<file path="config.mk">
export PLATFORM = sky130hd
export DESIGN_NAME = gyro_turn_integrator
export DESIGN_NICKNAME = d
export VERILOG_FILES = /design/src/hdl/gti_pkg.sv /design/src/hdl/gti_ctrl.sv /design/src/hdl/gti_dpath.sv /design/src/hdl/gyro_turn_integrator.sv
export SDC_FILE = /design/constraint.sdc
export NUM_CORES = 2
export LEC_CHECK = 0
export BUFFER_PORTS_ARGS = -buffer_cell sky130_fd_sc_hd__clkbuf_2
export CORE_ASPECT_RATIO = 2
export CORE_MARGIN = 10
export CORE_UTILIZATION = 55
export CTS_BUF_LIST = sky130_fd_sc_hd__clkbuf_8
export CTS_CLUSTER_DIAMETER = 50
export DETAILED_ROUTE_END_ITERATION = 6
export PLACE_DENSITY = 0.79
export SETUP_SLACK_MARGIN = 0.5
export SLEW_MARGIN = 20
export SYNTH_ARGS = -nofsm -noshare
export SYNTH_HDL_FRONTEND = slang
export SYNTH_SLANG_ARGS = --single-unit
</file>
<file path="constraint.sdc">
create_clock -name clk -period 10.7 [get_ports clk]
set_clock_uncertainty 0.2 [all_clocks]
set_input_delay 1.605 -clock clk [delete_from_list [all_inputs] [get_ports clk]]
set_output_delay 1.605 -clock clk [all_outputs]
set_load 0.05 [all_outputs]
</file>
<file path="src/hdl/gti_pkg.sv">
// gti_pkg: shared constants, op and status codes, and controller/datapath
// command and status structs for the gyro turn integrator
// no dependencies
package gti_pkg;

  // default fraction bits of the gyro rate (1/64 deg/s)
  localparam int RATE_FRAC_BITS_DEF = 6;

  // one million split as DIV_CONST << DIV_POW2
  localparam int DIV_CONST = 15625;
  localparam int DIV_POW2  = 6;

  // quotient divider: quotient bits, bits per cycle, remainder width
  localparam int Q_W       = 32;
  localparam int DIV_STEPS = 4;
  localparam int DIV_ITERS = Q_W / DIV_STEPS;
  localparam int DIV_CNT_W = $clog2(DIV_ITERS);
  localparam int REM_W     = 14;

  localparam logic [31:0] TIMEOUT_RST = 32'd3000000;

  // op codes
  localparam logic [1:0] OP_RESET  = 2'd0;
  localparam logic [1:0] OP_SAMPLE = 2'd1;
  localparam logic [1:0] OP_RIGHT  = 2'd2;
  localparam logic [1:0] OP_LEFT   = 2'd3;

  // turn status codes
  localparam logic [1:0] ST_NONE    = 2'd0;
  localparam logic [1:0] ST_TURNING = 2'd1;
  localparam logic [1:0] ST_REACHED = 2'd2;
  localparam logic [1:0] ST_TIMEOUT = 2'd3;

  typedef struct packed {
    logic load;
    logic mul;
    logic acc;
    logic absv;
    logic prep;
    logic div;
    logic fin;
    logic commit;
  } gti_cmd_t;

  typedef struct packed {
    logic out_free;
  } gti_stat_t;

endpackage

</file>
<file path="src/hdl/gti_ctrl.sv">
// gti_ctrl: sequencer for one item at a time through the datapath
// depends on gti_pkg
module gti_ctrl (
  input  logic              clk,
  input  logic              rst,
  input  logic              in_valid,
  output logic              in_ready,
  input  gti_pkg::gti_stat_t stat,
  output gti_pkg::gti_cmd_t  cmd
);
  import gti_pkg::*;

  localparam logic [2:0] S_IDLE = 3'd0;
  localparam logic [2:0] S_MUL  = 3'd1;
  localparam logic [2:0] S_ACC  = 3'd2;
  localparam logic [2:0] S_ABS  = 3'd3;
  localparam logic [2:0] S_PREP = 3'd4;
  localparam logic [2:0] S_DIV  = 3'd5;
  localparam logic [2:0] S_FIN  = 3'd6;
  localparam logic [2:0] S_CHK  = 3'd7;

  logic [2:0]           state;
  logic [2:0]           state_next;
  logic [DIV_CNT_W-1:0] cnt;

  always_comb begin
    state_next = state;
    cmd        = '0;
    in_ready   = 1'b0;
    case (state)
      S_IDLE: begin
        in_ready = 1'b1;
        if (in_valid) begin
          cmd.load   = 1'b1;
          state_next = S_MUL;
        end
      end
      S_MUL: begin
        cmd.mul    = 1'b1;
        state_next = S_ACC;
      end
      S_ACC: begin
        cmd.acc    = 1'b1;
        state_next = S_ABS;
      end
      S_ABS: begin
        cmd.absv   = 1'b1;
        state_next = S_PREP;
      end
      S_PREP: begin
        cmd.prep   = 1'b1;
        state_next = S_DIV;
      end
      S_DIV: begin
        cmd.div = 1'b1;
        if (cnt == DIV_CNT_W'(DIV_ITERS - 1)) begin
          state_next = S_FIN;
        end
      end
      S_FIN: begin
        cmd.fin    = 1'b1;
        state_next = S_CHK;
      end
      S_CHK: begin
        if (stat.out_free) begin
          cmd.commit = 1'b1;
          state_next = S_IDLE;
        end
      end
      default: state_next = S_IDLE;
    endcase
  end

  always_ff @(posedge clk) begin
    if (rst) begin
      state <= S_IDLE;
      cnt   <= '0;
    end else begin
      state <= state_next;
      if (state == S_DIV) begin
        cnt <= cnt + DIV_CNT_W'(1);
      end else begin
        cnt <= '0;
      end
    end
  end

endmodule

</file>
<file path="src/hdl/gti_dpath.sv">
// gti_dpath: integrator state, rate multiply, magnitude, iterative constant
// divide, turn checks and the output register; depends on gti_pkg
module gti_dpath #(
  parameter int RATE_FRAC_BITS = gti_pkg::RATE_FRAC_BITS_DEF
) (
  input  logic               clk,
  input  logic               rst,
  input  gti_pkg::gti_cmd_t  cmd,
  output gti_pkg::gti_stat_t stat,
  input  logic [1:0]         op,
  input  logic signed [15:0] gyro_rate,
  input  logic [31:0]        timestamp_us,
  input  logic signed [15:0] turn_degrees,
  input  logic [31:0]        timeout_us,
  output logic               out_valid,
  input  logic               out_ready,
  output logic signed [31:0] angle_deg,
  output logic signed [16:0] turn_rate,
  output logic [1:0]         turn_status
);
  import gti_pkg::*;

  localparam int SHIFT = DIV_POW2 + RATE_FRAC_BITS;
  localparam int MAG_W = 64 - SHIFT;
  localparam int DVD_W = Q_W + REM_W - 1;
  localparam logic [MAG_W-1:0] SAT_LIM = MAG_W'(DIV_CONST) << (Q_W - 1);
  localparam logic [REM_W:0]   DIV_K   = (REM_W + 1)'(DIV_CONST);

  // captured item
  logic [1:0]         op_r;
  logic signed [15:0] rate_r;
  logic [31:0]        ts_r;
  logic signed [15:0] deg_r;

  // integrator and turn state
  logic signed [15:0] rate_offset;
  logic [31:0]        last_time;
  logic [63:0]        angle_accum;
  logic signed [16:0] turn_target;
  logic [31:0]        turn_start_time;
  logic               turn_active;
  logic               turn_left;

  // work registers
  logic signed [16:0] corr;
  logic signed [49:0] prod;
  logic [31:0]        elapsed;
  logic               neg;
  logic [MAG_W-1:0]   mag;
  logic               sat;
  logic [REM_W-1:0]   rem;
  logic [Q_W-1:0]     dq;
  logic signed [31:0] angle;

  logic               is_sample;
  logic [63:0]        abs_val;
  logic [REM_W-1:0]   rem_w;
  logic [Q_W-1:0]     dq_w;
  logic [REM_W:0]     trial;
  logic signed [31:0] tgt_ext;
  logic signed [16:0] deg_ext;
  logic               reached;

  assign is_sample     = (op_r == OP_SAMPLE);
  assign stat.out_free = !out_valid || out_ready;
  assign abs_val       = angle_accum[63] ? (~angle_accum + 64'd1) : angle_accum;
  assign tgt_ext       = {{15{turn_target[16]}}, turn_target};
  assign deg_ext       = {deg_r[15], deg_r};
  assign reached       = turn_left ? (angle <= tgt_ext) : (angle >= tgt_ext);

  // restoring divide, several quotient bits per cycle on a narrow remainder
  always_comb begin
    rem_w = rem;
    dq_w  = dq;
    trial = '0;
    for (int i = 0; i < DIV_STEPS; i++) begin
      trial = {rem_w, dq_w[Q_W-1]};
      if (trial >= DIV_K) begin
        rem_w = REM_W'(trial - DIV_K);
        dq_w  = {dq_w[Q_W-2:0], 1'b1};
      end else begin
        rem_w = trial[REM_W-1:0];
        dq_w  = {dq_w[Q_W-2:0], 1'b0};
      end
    end
  end

  // work registers, no reset needed
  always_ff @(posedge clk) begin
    if (cmd.load) begin
      op_r   <= op;
      rate_r <= gyro_rate;
      ts_r   <= timestamp_us;
      deg_r  <= turn_degrees;
    end
    if (cmd.mul) begin
      corr <= 17'(rate_r) - 17'(rate_offset);
      prod <= (17'(rate_r) - 17'(rate_offset)) * $signed({1'b0, ts_r - last_time});
    end
    if (cmd.acc) begin
      elapsed <= ts_r - turn_start_time;
    end
    if (cmd.absv) begin
      neg <= angle_accum[63];
      mag <= abs_val[63:SHIFT];
    end
    if (cmd.prep) begin
      sat <= (mag >= SAT_LIM);
      rem <= REM_W'(mag[DVD_W-1:Q_W]);
      dq  <= mag[Q_W-1:0];
    end
    if (cmd.div) begin
      rem <= rem_w;
      dq  <= dq_w;
    end
    if (cmd.fin) begin
      if (sat) begin
        angle <= neg ? 32'sh8000_0000 : 32'sh7FFF_FFFF;
      end else begin
        angle <= neg ? -$signed(dq) : $signed(dq);
      end
    end
    if (cmd.commit) begin
      angle_deg <= angle;
      turn_rate <= is_sample ? corr : 17'sd0;
    end
  end

  // model state and output handshake
  always_ff @(posedge clk) begin
    if (rst) begin
      rate_offset     <= '0;
      last_time       <= '0;
      angle_accum     <= '0;
      turn_target     <= '0;
      turn_start_time <= '0;
      turn_active     <= 1'b0;
      turn_left       <= 1'b0;
      out_valid       <= 1'b0;
      turn_status     <= ST_NONE;
    end else begin
      if (cmd.acc) begin
        last_time <= ts_r;
        if (is_sample) begin
          angle_accum <= angle_accum + {{14{prod[49]}}, prod};
        end else begin
          angle_accum <= '0;
          rate_offset <= rate_r;
        end
      end
      if (out_valid && out_ready) begin
        out_valid <= 1'b0;
      end
      if (cmd.commit) begin
        out_valid <= 1'b1;
        case (op_r)
          OP_SAMPLE: begin
            if (!turn_active) begin
              turn_status <= ST_NONE;
            end else if (reached) begin
              turn_status <= ST_REACHED;
              turn_active <= 1'b0;
            end else if (elapsed >= timeout_us) begin
              turn_status <= ST_TIMEOUT;
              turn_active <= 1'b0;
            end else begin
              turn_status <= ST_TURNING;
            end
          end
          OP_RIGHT, OP_LEFT: begin
            turn_status     <= ST_TURNING;
            turn_active     <= 1'b1;
            turn_left       <= (op_r == OP_LEFT);
            turn_target     <= (op_r == OP_LEFT) ? -deg_ext : deg_ext;
            turn_start_time <= ts_r;
          end
          default: begin
            turn_status <= ST_NONE;
            turn_active <= 1'b0;
          end
        endcase
      end
    end
  end

endmodule

</file>
<file path="src/hdl/gyro_turn_integrator.sv">
// gyro_turn_integrator: one item in, one result out; each item is taken
// whole through the sequencer states before a new item is accepted, and
// the sequence waits in its last state while an unread result holds the output
// the quotient divider (4 bits a cycle) takes most of the sequencer states
// rst is synchronous, active high: clears offset, time, accumulator, turn
// state, out_valid and turn_status, and loads timeout_us with 3000000
module gyro_turn_integrator #(
  parameter int RATE_FRAC_BITS = gti_pkg::RATE_FRAC_BITS_DEF
) (
  input  logic               clk,
  input  logic               rst,
  // item input channel
  input  logic               in_valid,
  output logic               in_ready,
  input  logic [1:0]         op,
  input  logic signed [15:0] gyro_rate,
  input  logic [31:0]        timestamp_us,
  input  logic signed [15:0] turn_degrees,
  // result channel
  output logic               out_valid,
  input  logic               out_ready,
  output logic signed [31:0] angle_deg,
  output logic signed [16:0] turn_rate,
  output logic [1:0]         turn_status,
  // configuration port
  input  logic               psel,
  input  logic               penable,
  input  logic               pwrite,
  input  logic [2:0]         paddr,
  input  logic [31:0]        pwdata,
  output logic [31:0]        prdata,
  output logic               pready
);
  import gti_pkg::*;

  gti_cmd_t    cmd;
  gti_stat_t   stat;
  logic [31:0] timeout_us;
  logic        cfg_sel;

  // register 0 lives at byte address 0, the next word is outside the map
  assign cfg_sel = (paddr[2] == 1'b0);
  assign pready  = 1'b1;
  assign prdata  = cfg_sel ? timeout_us : 32'd0;

  // timeout register, written in the access phase of a write
  always_ff @(posedge clk) begin
    if (rst) begin
      timeout_us <= TIMEOUT_RST;
    end else if (psel && penable && pwrite && pready && cfg_sel) begin
      timeout_us <= pwdata;
    end
  end

  // sequencer: idle, multiply, accumulate, magnitude, divider setup,
  // divide iterations, sign and saturation, turn check and output write
  gti_ctrl u_ctrl (
    .clk      (clk),
    .rst      (rst),
    .in_valid (in_valid),
    .in_ready (in_ready),
    .stat     (stat),
    .cmd      (cmd)
  );

  // datapath: the integrator state, the shared arithmetic and the output
  // register, which lets a result wait while the next item is accepted
  gti_dpath #(
    .RATE_FRAC_BITS (RATE_FRAC_BITS)
  ) u_dpath (
    .clk          (clk),
    .rst          (rst),
    .cmd          (cmd),
    .stat         (stat),
    .op           (op),
    .gyro_rate    (gyro_rate),
    .timestamp_us (timestamp_us),
    .turn_degrees (turn_degrees),
    .timeout_us   (timeout_us),
    .out_valid    (out_valid),
    .out_ready    (out_ready),
    .angle_deg    (angle_deg),
    .turn_rate    (turn_rate),
    .turn_status  (turn_status)
  );

endmodule

</file>
==> flow_summary.toml <==
[synthesis]
synthFlopType = "edfxtp_1"
ys_async_sr_fraction = 0
ys_ff_latch = 550
synth_cell_types = 86
synth_area_um2 = 48260
yosys.area_share.xor_xnor = 0.04991
synthCells = 5243
synth_top_family_by_area = "adder cells"
ys_seq_area_frac = 0.2999
synthAdderAreaFrac = 0.2857
syn_area_per_cell_um2 = 9.204
synth_edf_count = 346
synth-compound-area-share = 0.1260
yosys_warnings = 0
synthesis.nets = 6181
synth.area.mux_share = 0.009879
yosys.area_share.simple = 0.1587

[clock_tree]
cts_tree = "built"
clock-root-buffer = "clkbuf_8"
clock_latency_ps = 780
cts_max_level = 3
cts_buffers = 81
clockBufferDepth = 3
cts_sinks = 550
cts.clk_slew.worst_paths_ps = 70

[floorplanning]
die_w_um = 229.5
ioPinCount = 194
die_area_um2 = 100700
initial_core_util = 0.5540
fp.dieH_um = 438.9
core-area_um2 = 87100
num_rows = 153

[sta]
min_period_ps = 9940
clock.fmax_ghz = 0.1006
tightestPinTransition_ps = 1121
slew_viol_final = 0
hold_violations = 0
tns_ps = 0
setup_viol = 0
finalCritPeriodShare = 0.9290
rsz0062_at_grt = "true"
slew-limit-headroom = 0.2492

[critical_path]
worstPathArrival_ps = 10230
cp-end-kind = "flip-flop"
crit_slowest_cell = "fa_1"
path_max_fanout = 7
crit_type = "flip-flop to flip-flop"
r2r_slack_ps = 760
timing.rr.start = "u_dpath.ts_r[0]"
worstPathRequired_ps = 10990
crit_top_cell = "fa_1"
worst_setup_path_start_kind = "flip-flop"
startpoint = "u_dpath.ts_r[0]"
max_stage_delay_ps = 560

[global_routing]
grt_first_pass_wirelength_mm = 212.7
overflow = 0
first_global_vias = 39950
grt_usage = 0.2689
grt_max_degree = 95
antenna_found_initial = 3

[drt]
wire_per_inst_um = 20.57
drc = 0
vias_per_cell = 5.810
wl_mm = 138.8
drt-initial-drc-count = 2542
ant_nets = 0
dr_total_vias = 39210
drtPass1Iterations = 6

[min_path]
hp-class = "flip-flop to flip-flop"
hold_start = "u_ctrl.cnt[0]"

[run_status]
status = "finished, final reports clean"

[place]
gp_congestion = 1.040
port_buffers = 190
dp_hpwl_mm = 108.7

[finish]
drive_gt1_frac = 0.1211
area_delta_synth_final_pct = 11.28
nNetsFinal = 6454

[flow_run]
maxCapViolCount = 0
per-stage QoR:
| stage | worst slack [ps] | hold slack, ps | cell area, µm² | instances | util |
|---|---|---|---|---|---|
| 6_report | 760.0 | 235.3 | 53700 | 6749 | 0.6165 |
| 5_1_grt | 371.2 | 261.7 | 53700 | 6748 | 0.6165 |
| 3_3_place_gp | 245.9 | 216.6 | 51110 | 6552 | 0.5867 |
| 3_5_place_dp | 83.08 | 230.9 | 51110 | 6552 | 0.5867 |
| 4_1_cts | 502.6 | 240.1 | 53000 | 6715 | 0.6085 |
| 2_1_floorplan | 661.7 | 206.4 | 48260 | 5243 | - |
per-layer routing:
metal  vias to the layer above  routed length (µm)  global-route usage
met2                      1469               71530              0.4915
met1                     19080               45850              0.2624
met4                         0               13500              0.2252
li1                      18050                   -                   -
met5                         -                   0                   0
met3                       614                7969             0.04103
critical path: cells and delay by family (launching register included):
kind,cells,cell delay [ps]
adder cells (fa/ha/maj),9,3960
flip-flops,1,390
XOR/XNOR,2,290
AO/OA/AOI/OAI,18,2970
AND/OR/NAND/NOR,7,1100
buffers and inverters,7,720
path summary, 6_finish.rpt:
path,endpoint,cells past startpoint
worst max-delay path,u_dpath.prod[43],43
worst min-delay path,u_ctrl.cnt[0],1
worst max register to register,u_dpath.prod[43],43
worst min register to register,u_ctrl.cnt[0],1
cell usage in the layout (no fill, tap or decap), drive strengths merged, types with 29 or more instances in the layout:
master	instances
nor2b	61
nand3	70
xnor2	204
fa	453
nand2b	61
a21oi	287
ha	377
nand4	29
clkbuf	280
inv	730
or3	34
nor3	76
and3	32
edfxtp	346
buf	190
a211oi	37
nor2	516
xor2	71
and2	62
o21ai	182
a22oi	49
dfxtp	204
nand2	674
mux2	29
a21o	84
o21a	31
sequential cells by signal, indices dropped and copies added, names as in the netlist, 3 cells and up:
register / count
u_dpath.deg_r: 16
u_dpath.rem: 14
u_dpath.corr: 17
timeout_us: 32
u_dpath.dq: 32
u_dpath.turn_rate: 17
u_dpath.prod: 50
u_dpath.angle_accum: 64
u_dpath.mag: 52
u_dpath.rate_r: 16
u_dpath.turn_target: 17
u_dpath.angle_deg: 32
u_dpath.turn_start_time: 32
u_dpath.angle: 32
u_dpath.rate_offset: 16
u_dpath.ts_r: 32
u_ctrl.cnt: 3
u_dpath.last_time: 32
u_dpath.elapsed: 32
u_ctrl.state: 3
repair_timing:
item / 4_1_cts / 5_1_grt
hold buffers: 0 / 0
buffers inserted: 12 / 30
gates resized for setup: 39 / 112
pin swaps: 7 / 87
endpoints found under the setup margin: 10 / 13
Yosys cell counts (14+ instances only):
cell / n / area share
nand2b_1: 61 / 0.0079
ha_1: 377 / 0.098
nor3_1: 75 / 0.0078
inv_1: 700 / 0.054
xor2_1: 71 / 0.013
a21oi_1: 287 / 0.030
and2_1: 62 / 0.0080
or3_1: 30 / 0.0039
nor2_1: 515 / 0.040
a211oi_1: 36 / 0.0056
nand4_1: 29 / 0.0038
or2_2: 21 / 0.0027
edfxtp_1: 346 / 0.22
o211ai_1: 26 / 0.0040
o21a_1: 31 / 0.0048
o21bai_1: 14 / 0.0022
a21boi_0: 26 / 0.0040
nor4_1: 14 / 0.0018
clkbuf_1: 184 / 0.014
xnor2_1: 204 / 0.037
and3_1: 32 / 0.0041
o41ai_1: 16 / 0.0029
a22oi_1: 49 / 0.0076
mux2i_1: 15 / 0.0031
o31ai_1: 27 / 0.0042
a21o_1: 84 / 0.013
nand2_1: 674 / 0.052
o21ai_0: 180 / 0.019
fa_1: 453 / 0.19
dfxtp_1: 204 / 0.085
nor2b_1: 61 / 0.0079
a31oi_1: 28 / 0.0036
mux2_2: 29 / 0.0068
nand3_1: 70 / 0.0073
area by class of cell:
class	count	area [µm²]
clock buffers	91	1252
well taps	1162	1454
fillers	7196	33400
clock inverters	60	432.9
multi-input cells	3797	30960
inverters	707	2661
repair buffers	379	2461
diodes	3	7.507
flip-flops and latches	550	14470
cells by family after synthesis:
logic type / after synthesis
multiplexers: 44
buffers and inverters: 896
AO/OA/AOI/OAI: 942
adder cells (fa/ha/maj): 830
other: 1
XOR/XNOR: 275
AND/OR/NAND/NOR: 1705
flip-flops: 550
Power is not shown: default switching activity piles up to over one toggle a cycle in this logic, so the estimate is an artifact.
